[config.mk]
export PLATFORM = sky130hd
export DESIGN_NAME = aabbpc_queue
export DESIGN_NICKNAME = d
export VERILOG_FILES = /design/src/hw/rtl/aabbpc_pkg.sv /design/src/hw/rtl/aabbpc_queue.sv
export SDC_FILE = /design/constraint.sdc
export NUM_CORES = 1
export LEC_CHECK = 0
export BUFFER_PORTS_ARGS = -buffer_cell sky130_fd_sc_hd__buf_2
export CAP_MARGIN = 20
export CORE_MARGIN = 4
export CORE_UTILIZATION = 61
export DETAILED_ROUTE_END_ITERATION = 10
export GPL_TIMING_DRIVEN = 0
export PLACE_DENSITY = 0.88
export SYNTH_ARGS = -nofsm -noshare
export SYNTH_HDL_FRONTEND = slang
export SYNTH_SLANG_ARGS = --single-unit
[constraint.sdc]
create_clock -name i_clk -period 11.3 [get_ports i_clk]
set_clock_uncertainty 0.15 [all_clocks]
set_input_delay 0.565 -clock i_clk [delete_from_list [all_inputs] [get_ports i_clk]]
set_output_delay 0.565 -clock i_clk [all_outputs]
set_load 0.01 [all_outputs]
[src/hw/rtl/aabbpc_pkg.sv]
package aabbpc_pkg;

    localparam int EDGE_W  = 24;
    localparam int SIZE_W  = 23;
    localparam int MASS_W  = 16;
    localparam int SOFT_W  = 12;
    localparam int MOVE_W  = 25;
    localparam int SCALE_W = 16;
    localparam int POS_W   = 26;   // edge plus size, signed
    localparam int MAG_W   = 25;   // push magnitude
    localparam int C_W     = 30;   // scaled push magnitude / quotient
    localparam int PROD_W  = 46;   // push times mass
    localparam int DEN_W   = 17;   // mass sum
    localparam int DIV_LAT = C_W + 1;

    localparam logic [SCALE_W-1:0] SCALE_ONE = 16'd32768;
    localparam logic [SCALE_W-1:0] DIAG_Q15  = 16'd23170;
    localparam logic [DEN_W-1:0]   MASS_ONE  = 17'd256;
    localparam logic [MOVE_W-1:0]  MOVE_MAX  = 25'h0FFFFFF;
    localparam logic [MOVE_W-1:0]  MOVE_MIN  = 25'h1000000;

    typedef enum logic [1:0] {
        NORM_X,
        NORM_Y,
        NORM_DIAG
    } t_norm;

    typedef struct packed {
        logic              zero;
        logic [1:0]        dyn;
        t_norm             norm;
        logic              sx;
        logic              sy;
        logic [MAG_W-1:0]  px_mag;
        logic [MAG_W-1:0]  py_mag;
        logic [SOFT_W-1:0] softness;
        logic [MASS_W-1:0] ma;
        logic [MASS_W-1:0] mb;
        logic              hit;
    } t_job;

    typedef struct packed {
        logic           hit;
        logic           zero;
        logic [1:0]     dyn;
        t_norm          norm;
        logic           sx;
        logic           sy;
        logic [C_W-1:0] cx;
        logic [C_W-1:0] cy;
    } t_meta;

    function automatic logic [SCALE_W-1:0] nx_of(t_norm n);
        unique case (n)
            NORM_X:    return SCALE_ONE;
            NORM_Y:    return '0;
            NORM_DIAG: return DIAG_Q15;
            default:   return '0;
        endcase
    endfunction

    function automatic logic [SCALE_W-1:0] ny_of(t_norm n);
        unique case (n)
            NORM_X:    return '0;
            NORM_Y:    return SCALE_ONE;
            NORM_DIAG: return DIAG_Q15;
            default:   return '0;
        endcase
    endfunction

    // sign-magnitude to saturated two's complement move
    function automatic logic [MOVE_W-1:0] sat_move(logic neg, logic [C_W-1:0] mag);
        if (!neg) begin
            if (mag > C_W'(MOVE_MAX)) return MOVE_MAX;
            return mag[MOVE_W-1:0];
        end
        if (mag > C_W'(MOVE_MIN)) return MOVE_MIN;
        return MOVE_W'(-mag[MOVE_W-1:0]);
    endfunction

endpackage

[src/hw/rtl/aabbpc_queue.sv]
module aabbpc_queue #(
    parameter int DEPTH = 4
) (
    input  logic              i_clk,
    input  logic              i_rst_n,
    input  logic              i_push,
    input  aabbpc_pkg::t_job  i_job,
    output logic              o_full,
    input  logic              i_pop,
    output logic              o_empty,
    output aabbpc_pkg::t_job  o_job
);
    import aabbpc_pkg::*;

    localparam int AW = (DEPTH > 1) ? $clog2(DEPTH) : 1;
    localparam int CW = $clog2(DEPTH + 1);

    t_job          r_mem [DEPTH];
    logic [AW-1:0] r_wr, r_rd;
    logic [CW-1:0] r_cnt;

    assign o_full  = r_cnt == CW'(DEPTH);
    assign o_empty = r_cnt == '0;
    assign o_job   = r_mem[r_rd];

    always_ff @(posedge i_clk) begin
        if (!i_rst_n) begin
            r_wr  <= '0;
            r_rd  <= '0;
            r_cnt <= '0;
        end else begin
            if (i_push) begin
                r_wr <= (r_wr == AW'(DEPTH - 1)) ? '0 : r_wr + 1'b1;
            end
            if (i_pop) begin
                r_rd <= (r_rd == AW'(DEPTH - 1)) ? '0 : r_rd + 1'b1;
            end
            if (i_push && !i_pop) begin
                r_cnt <= r_cnt + 1'b1;
            end else if (i_pop && !i_push) begin
                r_cnt <= r_cnt - 1'b1;
            end
        end
    end

    always_ff @(posedge i_clk) begin
        if (i_push) begin
            r_mem[r_wr] <= i_job;
        end
    end

endmodule

== Word level (Yosys, flattened, before mapping) ==
Memories as Yosys holds them, arrays and structs flattened. A register that Yosys moved wholly into a read port is not among the register bits.
Index checks and enable logic that the tools add are counted.
Cells by class
  add/sub/neg operators: 4
  mux-type cells: 8
  equal/unequal tests: 3
  reduce and logical (&&, ||, !) cells: 6
Operators by type and width (count)
  two-way mux 2 bit: 4
  two-way mux 3 bit: 2
  adder 2 x 1 -> 2 bit, second input constant: 2
  equality test 2 bit, second input constant: 2
  adder 3 x 1 -> 3 bit, second input constant: 1
  equality test 3 bit, second input constant: 1
  logical NOT 3 bit: 1
  subtractor 3 x 1 -> 3 bit, second input constant: 1
  logical AND 1 bit: 2
  logical NOT 1 bit: 2
  two-way mux 1 bit: 2
  nonzero test 2 bit: 1
Storage, ports and cells
  input port bits: 106
  memories kept: 1
  logic and storage cells: 25
  output and inout bits: 104
  RAM bits: 408
  flip-flop bits (word level): 7
Memories
  r_mem: words 4, width 102, read ports 1, clocked after memory_dff 1, wr ports 1, RTL line aabbpc_queue.sv:18  | t_job r_mem [DEPTH];

== Depth between registers and ports, before layout ==
  depth in word-level cells: 4
  gate-level depth with buffers: 7
  gate-level depth less buffers: 7

== Worst setup path before layout ==
Ideal clock, no wire load.
  path kind: in2reg
  start: input i_push
  end: memory r_mem[0][0] in the netlist's numbering (enable)
  arrival time: 2918 ps
  slack: 7759 ps
  library setup time: 472 ps
  buffers on the path: 0
  data required time: 10678 ps
  stages: 1
  cells stage by stage: and2_1
On the way
  word-level cells in the longest chain between the ends: 2
Ends and longest elaborated chain
  start, declared: RTL line aabbpc_queue.sv:6  | input logic i_push,
  two-way mux 1 bit: RTL line aabbpc_queue.sv:47  | if (i_push) begin
  two-way mux 1 bit (implied by the code): RTL line aabbpc_queue.sv:48  | r_mem[r_wr] <= i_job;
  end, declared: RTL line aabbpc_queue.sv:18
No other way between the ends.

==> results.yml <==
synthesis:
  synthFlopType: "sky130_fd_sc_hd__edfxtp_1"
  synth-seq-area-share_pct: 81.95
  synth_top_family_by_area: "multiplexers"
  synth.top_cells.by_count: "408 x sky130_fd_sc_hd__edfxtp_1, 102 x sky130_fd_sc_hd__mux4_2, 10 x sky130_fd_sc_hd__buf_2, 9 x sky130_fd_sc_hd__buf_6, 9 x sky130_fd_sc_hd__dfxtp_1"
  synth_area_leader_cell: "sky130_fd_sc_hd__edfxtp_1"
  synth-compound-area-share_pct: 0.1320
  most_frequently_used_cell_type_in_the_post_synthesis_netlist: "sky130_fd_sc_hd__edfxtp_1"
  synth.area.mux_share_pct: 15.41
  synth_nets: 689
  ys_warn_count: 0
  netlist_top_cells_area: "sky130_fd_sc_hd__edfxtp_1 81%, sky130_fd_sc_hd__mux4_2 15%, sky130_fd_sc_hd__dfxtp_1 1.2%"
  synth_simple_gate_area_share_pct: 0.5939
  yosys.area_share.xor_xnor_pct: 0.1155
  synth_area_per_cell_sq_um: 26.34
  netlist.area_leader.share_pct: 80.77
  synth_area_sq_mm: 0.01517
  synthArstFlopShare_pct: 0
  yosys_register_bits: 417
  synthesis.instances: 576
  synth-edff-count: 408
  yosys.cell_types.count: 21
  synthAdderAreaFrac_pct: 0.6269
timing:
  final_max_slew_viol_count: 0
  timing.slew.headroom_pct: 38.06
  finalHoldViolCount: 0
  max_slew.worst_pin.slew_ns: 0.9291
  report.final.setup_viol: 0
  fmax_mhz: 318.8
  grt_setup_unrepaired: "no"
  tns_ns: 0
  period_share_pct: 27.76
  post-route-min-period_ns: 3.136
floorplanning:
  number_of_primary_i_o_pins: 210
  initial_util_pct: 62.19
  fp-row-count: 57
  coreArea_sq_mm: 0.02439
  floorplan.die.width_um: 165.7
  die-height_um: 165.7
  fp.dieArea_sq_mm: 0.02745
global_routing:
  track_usage_pct: 21.84
  grt_remaining_overflow: 0
  first_global_vias: 7620
  initial_antenna_violation_count: 4
  grt_first_pass_wirelength_um: 46370
  grt_start_max_net_pins: 59
cells_and_area:
  final-instance-count-excl-fill: 1191
  finalNetCount: 946
  area_growth_syn_to_layout_pct: 19.25
  final_design_area_no_fill_sq_mm: 0.01809
  layout-drive-gt1-share_pct: 45.84
power:
  total_leakage_power_nw: 6.157
  total_power_density_per_cell_area_mw_per_mm2: 189.5
  finalPower_w: 0.003428
  peakVddDrop_mv: 0.1671
detailed_routing:
  antenna_left: 0
  drt-wirelength-per-cell_um: 25.04
  initialDrtViolationCount: 737
  post-route-drc-count: 0
  route.vias.total: 6936
  totalWireLength_um: 29820
  vias_per_cell: 5.824
  dr.pass1.iters: 5
min_path:
  worst_hold_path_type: "input port to register"
clock_network:
  clk_pin_slew_ns: 0.06
  clockBufferDepth: 3
  cts.repair.resized: 0
  cts_sinks: 417
  clock_tree_from_tritoncts: "yes"
  holdBufCountCts: 0
  cts.repair_timing.setup_buffer_count: 0
  cts_root_buf: "sky130_fd_sc_hd__clkbuf_16"
  worst_skew_late_latency_ns: 0.52
  cts_inserted_buffers: 42
  maximum_level_of_the_cts_h_tree: 2
setup_path:
  timing.critical_path.to_type: "output pin"
  crit_type: "register to output pin"
  worst-endpoint-required_ns: 10.59
  worst_setup_path_start_kind: "register"
  critical_path_arrival_ns: 2.42
  cp_max_fo: 10
place:
  portBuffers: 209
  dpl.cell_count: 1113
  placement.cell_area_sq_mm: 0.01674
  place.gp.congestion: 0.7392
  dp_hpwl_um: 18020
run:
  maxCapViolations: 0
outcome:
  outcome: "completed"
[worst max-delay path, cell delays in order (launching register included)]
cell	delay, ns
sky130_fd_sc_hd__dfxtp_1	0.36
sky130_fd_sc_hd__clkbuf_1	0.58
sky130_fd_sc_hd__buf_2	0.42
sky130_fd_sc_hd__mux4_2	0.37
sky130_fd_sc_hd__buf_2	0.17
[final cells by class]
cell class / instances / area (sq um)
fill: 1356 / 6301
tap: 324 / 405.4
sequential: 417 / 12430
timing repair buffer: 213 / 1156
clock inverter: 23 / 219.0
multi-input combinational: 133 / 2570
antenna: 1 / 2.502
buffer: 22 / 162.7
clock buffer: 54 / 1127
inverter: 4 / 15.01
[placed cells by master, fill, tap and decap left out]
master / n
sky130_fd_sc_hd__buf_2: 219
sky130_fd_sc_hd__ha_1: 6
sky130_fd_sc_hd__buf_16: 4
sky130_fd_sc_hd__diode_2: 1
sky130_fd_sc_hd__o21a_1: 1
sky130_fd_sc_hd__xor2_1: 1
sky130_fd_sc_hd__clkbuf_8: 1
sky130_fd_sc_hd__and2_1: 1
sky130_fd_sc_hd__mux4_2: 102
sky130_fd_sc_hd__xnor2_1: 1
sky130_fd_sc_hd__nor2_1: 1
sky130_fd_sc_hd__clkinvlp_4: 1
sky130_fd_sc_hd__clkinv_1: 8
sky130_fd_sc_hd__inv_6: 3
sky130_fd_sc_hd__a21boi_0: 1
sky130_fd_sc_hd__edfxtp_1: 408
sky130_fd_sc_hd__clkinv_2: 7
sky130_fd_sc_hd__inv_1: 4
sky130_fd_sc_hd__fa_1: 1
sky130_fd_sc_hd__bufinv_16: 4
sky130_fd_sc_hd__clkbuf_16: 43
sky130_fd_sc_hd__dfxtp_1: 9
sky130_fd_sc_hd__mux2i_1: 4
sky130_fd_sc_hd__clkbuf_1: 13
sky130_fd_sc_hd__or3_1: 1
sky130_fd_sc_hd__nor3b_1: 1
sky130_fd_sc_hd__buf_6: 9
sky130_fd_sc_hd__and2_4: 4
sky130_fd_sc_hd__o21ai_0: 1
sky130_fd_sc_hd__nor2b_1: 5
sky130_fd_sc_hd__nor3_1: 2
[state kept, by name (all words and copies together), names as in the netlist, named ones only]
signal	flops
r_mem	408
r_cnt	3
r_rd	2
r_wr	2
[report_power, final]
part           switching [W]  leakage, nW  total [W]  internal (W)
Combinational       0.000161         1.68   0.000294      0.000133
Sequential         0.0000204         3.82    0.00179       0.00177
Clock               0.000542        0.659    0.00134      0.000798
[logic make-up after synthesis]
family / count (synthesis)
multiplexers: 106
AND/OR/NAND/NOR: 15
flip-flops: 417
XOR/XNOR: 2
buffers and inverters: 26
AO/OA/AOI/OAI: 3
adder cells (fa/ha/maj): 7
[metal layers]
layer | share of wire, % | vias to the layer above | routed length [um] | global-route usage, %
met5 | 0.12 | - | 35 | 0
met4 | 1.6 | 6 | 464 | 4.448
met3 | 7.8 | 47 | 2321 | 5.958
met2 | 52 | 280 | 15370 | 36.29
met1 | 39 | 3604 | 11630 | 30.06
li1 | - | 2999 | - | -
[through the flow]
| stage | utilization [%] | setup WS, ns | hold slack, ns |
|---|---|---|---|
| after floorplan | - | 7.759 | 0.3224 |
| after global placement | 68.14 | 5.898 | 0.3353 |
| after detailed placement | 68.64 | 8.672 | 0.3794 |
| after CTS | 74.16 | 8.092 | 0.08213 |
| after global routing | 74.17 | 8.018 | 0.08943 |
| final | 74.17 | 8.164 | 0.1083 |
[final timing paths]
| path | slack, ns | startpoint | cells past startpoint | to |
|---|---|---|---|---|
| worst min register to register | 0.42 | r_cnt[2] | 2 | r_cnt[2] |
| worst min-delay path | 0.11 | i_job[28] | 1 | r_mem[3][28] |
| worst max-delay path | 8.16 | register | 4 | o_job[60] |
| worst max register to register | 9.07 | r_wr[0] | 3 | r_mem[3][72] |
No activity file was read; power rests on OpenSTA's default activity.
