<file path="config.mk">
export PLATFORM = sky130hd
export DESIGN_NAME = aabbpc_front
export DESIGN_NICKNAME = d
export VERILOG_FILES = /design/src/hw/rtl/aabbpc_pkg.sv /design/src/hw/rtl/aabbpc_front.sv
export SDC_FILE = /design/constraint.sdc
export NUM_CORES = 1
export LEC_CHECK = 0
export ABC_AREA = 1
export BUFFER_PORTS_ARGS = -buffer_cell sky130_fd_sc_hd__buf_2
export CELL_PAD_IN_SITES_DETAIL_PLACEMENT = 2
export CELL_PAD_IN_SITES_GLOBAL_PLACEMENT = 2
export CORE_MARGIN = 8
export CORE_UTILIZATION = 34
export DETAILED_ROUTE_END_ITERATION = 10
export HOLD_SLACK_MARGIN = 0.08
export PLACE_DENSITY_LB_ADDON = 0.1
export SYNTH_ARGS = -nofsm -noshare
export SYNTH_HDL_FRONTEND = slang
export SYNTH_SLANG_ARGS = --single-unit
</file>
<file path="constraint.sdc">
create_clock -name i_clk -period 16.88 [get_ports i_clk]
set_clock_uncertainty 0.2 [all_clocks]
set_input_delay 1.688 -clock i_clk [delete_from_list [all_inputs] [get_ports i_clk]]
set_output_delay 1.688 -clock i_clk [all_outputs]
set_load 0.005 [all_outputs]
</file>
<file path="src/hw/rtl/aabbpc_pkg.sv">
package aabbpc_pkg;

    localparam int EDGE_W  = 24;
    localparam int SIZE_W  = 23;
    localparam int MASS_W  = 16;
    localparam int SOFT_W  = 12;
    localparam int MOVE_W  = 25;
    localparam int SCALE_W = 16;
    localparam int POS_W   = 26;   // edge plus size, signed
    localparam int MAG_W   = 25;   // push magnitude
    localparam int C_W     = 30;   // scaled push magnitude / quotient
    localparam int PROD_W  = 46;   // push times mass
    localparam int DEN_W   = 17;   // mass sum
    localparam int DIV_LAT = C_W + 1;

    localparam logic [SCALE_W-1:0] SCALE_ONE = 16'd32768;
    localparam logic [SCALE_W-1:0] DIAG_Q15  = 16'd23170;
    localparam logic [DEN_W-1:0]   MASS_ONE  = 17'd256;
    localparam logic [MOVE_W-1:0]  MOVE_MAX  = 25'h0FFFFFF;
    localparam logic [MOVE_W-1:0]  MOVE_MIN  = 25'h1000000;

    typedef enum logic [1:0] {
        NORM_X,
        NORM_Y,
        NORM_DIAG
    } t_norm;

    typedef struct packed {
        logic              zero;
        logic [1:0]        dyn;
        t_norm             norm;
        logic              sx;
        logic              sy;
        logic [MAG_W-1:0]  px_mag;
        logic [MAG_W-1:0]  py_mag;
        logic [SOFT_W-1:0] softness;
        logic [MASS_W-1:0] ma;
        logic [MASS_W-1:0] mb;
        logic              hit;
    } t_job;

    typedef struct packed {
        logic           hit;
        logic           zero;
        logic [1:0]     dyn;
        t_norm          norm;
        logic           sx;
        logic           sy;
        logic [C_W-1:0] cx;
        logic [C_W-1:0] cy;
    } t_meta;

    function automatic logic [SCALE_W-1:0] nx_of(t_norm n);
        unique case (n)
            NORM_X:    return SCALE_ONE;
            NORM_Y:    return '0;
            NORM_DIAG: return DIAG_Q15;
            default:   return '0;
        endcase
    endfunction

    function automatic logic [SCALE_W-1:0] ny_of(t_norm n);
        unique case (n)
            NORM_X:    return '0;
            NORM_Y:    return SCALE_ONE;
            NORM_DIAG: return DIAG_Q15;
            default:   return '0;
        endcase
    endfunction

    // sign-magnitude to saturated two's complement move
    function automatic logic [MOVE_W-1:0] sat_move(logic neg, logic [C_W-1:0] mag);
        if (!neg) begin
            if (mag > C_W'(MOVE_MAX)) return MOVE_MAX;
            return mag[MOVE_W-1:0];
        end
        if (mag > C_W'(MOVE_MIN)) return MOVE_MIN;
        return MOVE_W'(-mag[MOVE_W-1:0]);
    endfunction

endpackage

</file>
<file path="src/hw/rtl/aabbpc_front.sv">
module aabbpc_front (
    input  logic                                   i_clk,
    input  logic                                   i_rst_n,
    input  logic                                   i_valid,
    output logic                                   o_stall,
    input  logic signed [aabbpc_pkg::EDGE_W-1:0]   i_a_min_x,
    input  logic signed [aabbpc_pkg::EDGE_W-1:0]   i_a_min_y,
    input  logic        [aabbpc_pkg::SIZE_W-1:0]   i_a_width,
    input  logic        [aabbpc_pkg::SIZE_W-1:0]   i_a_height,
    input  logic signed [aabbpc_pkg::EDGE_W-1:0]   i_b_min_x,
    input  logic signed [aabbpc_pkg::EDGE_W-1:0]   i_b_min_y,
    input  logic        [aabbpc_pkg::SIZE_W-1:0]   i_b_width,
    input  logic        [aabbpc_pkg::SIZE_W-1:0]   i_b_height,
    input  logic        [aabbpc_pkg::MASS_W-1:0]   i_a_mass,
    input  logic        [aabbpc_pkg::MASS_W-1:0]   i_b_mass,
    input  logic        [aabbpc_pkg::SOFT_W-1:0]   i_softness_mean,
    input  logic        [1:0]                      i_dynamic_pair,
    input  logic                                   i_full,
    output logic                                   o_push,
    output aabbpc_pkg::t_job                       o_job
);
    import aabbpc_pkg::*;

    logic signed [POS_W-1:0] ax, ay, bx, by, axr, ayt, bxr, byt, px, py;
    logic [MAG_W-1:0] px_mag, py_mag;
    logic             hit;
    logic             adv;
    t_job             n_job;
    t_job             r_job;
    logic             r_valid;

    always_comb begin
        ax  = POS_W'(i_a_min_x);
        ay  = POS_W'(i_a_min_y);
        bx  = POS_W'(i_b_min_x);
        by  = POS_W'(i_b_min_y);
        axr = ax + POS_W'(i_a_width);
        ayt = ay + POS_W'(i_a_height);
        bxr = bx + POS_W'(i_b_width);
        byt = by + POS_W'(i_b_height);
        hit = !(axr < bx || bxr < ax || ayt < by || byt < ay);
        px  = (ax <= bx) ? (bx - axr) : (bxr - ax);
        py  = (ay <= by) ? (by - ayt) : (byt - ay);
        px_mag = px[POS_W-1] ? MAG_W'(-px) : MAG_W'(px);
        py_mag = py[POS_W-1] ? MAG_W'(-py) : MAG_W'(py);

        n_job.hit      = hit;
        n_job.zero     = !hit || px == '0 || py == '0;
        n_job.dyn      = i_dynamic_pair;
        n_job.sx       = px[POS_W-1];
        n_job.sy       = py[POS_W-1];
        n_job.px_mag   = px_mag;
        n_job.py_mag   = py_mag;
        n_job.softness = i_softness_mean;
        n_job.ma       = i_a_mass;
        n_job.mb       = i_b_mass;
        if (px_mag < py_mag) begin
            n_job.norm = NORM_X;
        end else if (px_mag > py_mag) begin
            n_job.norm = NORM_Y;
        end else begin
            n_job.norm = NORM_DIAG;
        end
    end

    assign adv     = !r_valid || !i_full;
    assign o_stall = r_valid && i_full;
    assign o_push  = r_valid && !i_full;
    assign o_job   = r_job;

    always_ff @(posedge i_clk) begin
        if (!i_rst_n) begin
            r_valid <= 1'b0;
        end else if (adv) begin
            r_valid <= i_valid;
        end
    end

    always_ff @(posedge i_clk) begin
        if (adv && i_valid) begin
            r_job <= n_job;
        end
    end

endmodule

</file>
Yosys cells after proc, flatten, opt, wreduce, memory -nomap -nowiden

Cells that the tools add are included.

Latch bits: 0
RAM bits: 0
Word-level logic and storage cells: 49
Memory bits (read-only): 0
Register bits: 103
Memories: 0

$lt $le $gt $ge: 8
Bitwise logic cells: 0
Reduce and logical (&&, ||, !) cells: 14
$add $sub $neg: 10
Equal/unequal tests: 0
Shift operators: 0
Div/mod/pow operators: 0
Mux-type cells: 5
Multipliers: 0

Operators with widths:

| cell              | count |
|---|---|
| $add 24x24->25    | 4 |
| $lt 25x24->1      | 4 |
| $logic_not 26->1  | 2 |
| $mux 26           | 2 |
| $sub 24x25->26    | 2 |
| $sub 25x24->26    | 2 |
| $mux 25           | 2 |
| $neg 25->25       | 2 |
| $le 24x24->1      | 2 |
| $gt 25x25->1      | 1 |
| $lt 25x25->1      | 1 |
| $logic_or 1x1->1  | 6 |
| $logic_and 1x1->1 | 3 |
| $logic_not 1->1   | 3 |
| $mux 2            | 1 |

Logic depth before layout (Yosys ltp)

Word-level depth: 7
Gate-level depth with buffers: 39
Mapped depth without buffers: 38

Worst setup path before layout

No wires, ideal clock.

Kind: input -> register
From: input i_full
To: register r_job (netlist bit o_job[0]) (enable)
Setup slack: 10.034 ns
Library setup time: 0.565 ns
Data required time: 16.115 ns
Arrival time: 6.081 ns
Cell stages on the path: 3
Cells stage by stage: nand2_1 inv_1 nor2_1

Word-level cells in the longest chain between the ends: 3

RTL lines:

| item                   | line               | source |
|---|---|---|
| start: declaration     | aabbpc_front.sv:18 | `input logic i_full,` |
| $logic_not 1->1        | aabbpc_front.sv:66 | `assign adv = !r_valid \|\| !i_full;` |
| $logic_or 1x1->1       | aabbpc_front.sv:66 |  |
| $logic_and 1x1->1      | aabbpc_front.sv:80 | `if (adv && i_valid) begin` |
| end signal: assignment | aabbpc_front.sv:81 | `r_job <= n_job;` |
| end: declaration       | aabbpc_front.sv:29 | `t_job r_job;` |

No other way between the ends.
A chain may end at the register's enable or synchronous reset.

==> impl_metrics.env <==
export IMPL_syn2layout_area_growth_pct=15.0
export IMPL_critPathArrivalTime_ps=8970
export IMPL_synthArstFlopShare_pct=0
export IMPL_wl_met2_um=44400
export IMPL_diodes=0
export IMPL_fin_nets=3724
export IMPL_synth_area_per_cell_um2=6.41
export IMPL_cts_tree="built"
export IMPL_track_usage_pct=29.8
export IMPL_first_iter_violations=1366
export IMPL_met1_length_um=45900
export IMPL_place_congestion=0.938
export IMPL_antenna_left=0
export IMPL_postCtsResizedCells=0
export IMPL_leakagePower_nw=11.4
export IMPL_tightest_slew_ps=1310
export IMPL_ys_seq_area_share_pct=16.8
export IMPL_synthFlopType="edfxtp_1"
export IMPL_whs_ps=347
export IMPL_coreArea_um2=53700
export IMPL_route_detailed_drc=0
export IMPL_cts_buffers=9
export IMPL_cts_max_path_buffers=2
export IMPL_max_slew_margin_pct=12.1
export IMPL_clock_latency_ps=360
export IMPL_fin_crit_sh_pct=53.6
export IMPL_cts_sinks=103
export IMPL_io_buffers=341
export IMPL_layout_common_cells="nand2_1 (797), inv_1 (452), buf_2 (341)"
export IMPL_setup_viol=0
export IMPL_die_width_um=249
export IMPL_syn_area_um2=18400
export IMPL_ys_types=57
export IMPL_synthXorXnorAreaFrac_pct=7.98
export IMPL_grt_pass1_vias=23500
export IMPL_cp_required_ps=16790
export IMPL_boundaryPins=342
export IMPL_worstSetupEndpointType="register"
export IMPL_ys_warnings_count=0
export IMPL_min_path_type="reg -> reg"
export IMPL_cp_max_fo=25
export IMPL_muxShareOfSynthArea_pct=0
export IMPL_synth_seq_cells=103
export IMPL_hold_violations=0
export IMPL_synthAdderAreaFrac_pct=19.3
export IMPL_rsz0062_at_grt="no"
export IMPL_criticalPathCategory="in -> reg"
export IMPL_top_layer="met4"
export IMPL_grt_antenna_before_repair=1
export IMPL_final_common_cell="nand2_1"
export IMPL_grt_max_degree=63
export IMPL_synth_top_family_by_area="simple AND/OR/NAND/NOR gates"
export IMPL_post_route_min_period_ps=9050
export IMPL_routedWlPerCell_um=24.5
export IMPL_avgViaCountPerCell=5.51
export IMPL_comb_power_share_pct=76.7
export IMPL_met3WireLength_um=3870
export IMPL_ir_drop_mv=0.0689
export IMPL_die_area_um2=61800
export IMPL_h_tree_depth=3
export IMPL_cts_clk_slew_worst_paths_ps=80
export IMPL_initial_core_util_pct=34.3
export IMPL_synth_compound_area_share_pct=14.0
export IMPL_post_cts_buffers=0
export IMPL_p_sw_share_pct=58.8
export IMPL_drt_pre_antenna_iters=5
export IMPL_maxSlewViolCount=0
export IMPL_grt_pass1_wl_um=146000
export IMPL_layout_drive_gt1_share_pct=13.3
export IMPL_internal_power_mw=1.07
export IMPL_synthCells=2870
export IMPL_cts_hold_buffers_added=0
export IMPL_synthSimpleGateAreaFrac_pct=31.7
export IMPL_rows=85
export IMPL_status="completed"
export IMPL_routed_via_count=21500
export IMPL_p_clk_share_pct=7.9
export IMPL_power_density_nw_per_um2=123
export IMPL_drv_cap=0
export IMPL_totalWireLength_um=95800
export IMPL_die_y_um=249
export IMPL_power_frac_seq_pct=15.4
export IMPL_setup_tns_ps=0
export IMPL_cts_root_buffer="clkbuf_16"
export IMPL_fmax_mhz=110
export IMPL_hpwl_um=84100
export IMPL_syn_nets=3387
export IMPL_synth_edf_count=102
export IMPL_p_sw_mw=1.53
export IMPL_globalRouteOverflowTotal=0
export IMPL_worst_setup_path_start_kind="input port"
-- layout make-up --
cell class	instances	area [um2]
Clock inverter	5	42.5
Clock buffer	10	229
Inverter	471	1770
Multi-Input combinational cell	2279	13400
Tap cell	696	871
Timing Repair Buffer	343	1720
Sequential cell	103	3080
Fill cell	6805	32600
-- power by group through the flow --
stage          Clock (mW)  Combinational, mW  Sequential [mW]
2_1_floorplan           0               1.18            0.400
3_3_place_gp            0               1.79            0.393
3_5_place_dp            0               1.91            0.404
4_1_cts             0.210               1.96            0.401
5_1_grt             0.217               2.16            0.404
6_report            0.207               2.00            0.400
-- metal layers --
layer	GRT usage, %	up-vias
met2	50.3	578
met3	2.40	74
met4	5.62	0
met1	41.5	10700
li1	-	10200
met5	0	-
-- kinds of logic after synthesis --
kind of cell,Yosys count
buffers and inverters,488
XOR/XNOR,166
AO/OA/AOI/OAI,469
adder cells (fa/ha/maj),279
flip-flops,103
AND/OR/NAND/NOR,1365
-- worst max-delay path, cell delays in order --
cell and delay [ps]:
buf_2 140, ha_1 230, inv_1 70, fa_1 390
o21ai_0 1030, a21o_1 250, a31oi_1 160, o221ai_1 390
xnor2_1 150, ha_1 410, a21oi_1 320, o21ai_0 230
a21oi_1 240, nand3_1 180, nand2_1 120, nand4_1 100
nand3_1 250, nand2_2 230, inv_2 380, nand2_1 130
xor2_1 440, ha_1 270, nand2_1 110, nor3_1 340
inv_1 110, nor4_1 260, and2_0 250, nor2_1 100
-- per-stage QoR --
| step | instances | cell area [um2] | setup WS, ps | power (mW) | utilization [%] |
|---|---|---|---|---|---|
| floorplan | 2870 | 18400 | 10030 | 1.58 | - |
| global placement | 3892 | 20900 | 8110 | 2.18 | 38.9 |
| detailed placement | 3892 | 20900 | 7760 | 2.32 | 38.9 |
| CTS | 3907 | 21200 | 7960 | 2.58 | 39.4 |
| global route | 3907 | 21200 | 7470 | 2.78 | 39.4 |
| finish | 3907 | 21200 | 7830 | 2.61 | 39.4 |
-- path summary, 6_finish.rpt --
path | slack [ps] | endpoint | cells after the start | start
hold reg to reg | 350 | r_valid$_SDFFE_PN0N_ | 2 | r_valid$_SDFFE_PN0N_
hold / removal | 350 | r_valid$_SDFFE_PN0N_ | 2 | r_valid$_SDFFE_PN0N_
setup / recovery | 7830 | o_job[97]$_SDFFCE_PN0P_ | 28 | i_a_min_x[0]
setup reg to reg | 14030 | o_job[20]$_DFFE_PP_ | 4 | r_valid$_SDFFE_PN0N_
-- synthesized netlist by cell type, types with 3 or more instances --
library cell	count	area (um2)
buf_2	6	30.0
o21ai_0	123	616
clkbuf_1	4	15.0
ha_1	271	3390
edfxtp_1	102	3060
o21ai_2	7	61.3
fa_1	8	160
nor3_1	22	110
nor2_1	232	871
o21bai_1	7	52.6
o221ai_1	7	61.3
xnor2_1	63	552
a21oi_1	249	1250
nand2_2	18	113
nand3b_1	5	37.5
o211ai_1	10	75.1
nand2_1	797	2990
a21boi_0	5	37.5
nor4_1	11	68.8
a211oi_1	4	30.0
nand4_1	99	619
inv_2	19	71.3
a31oi_1	15	93.8
o21ai_1	15	75.1
inv_1	452	1700
xor2_1	101	885
nor2_2	10	62.6
nand3_1	152	761
a21o_1	16	120
buf_4	3	22.5
-- registers in the layout (all words and copies together), names as in the netlist --
signal and flops:
r_valid 1, o_job 102
Power figures use the tool's default switching activity.
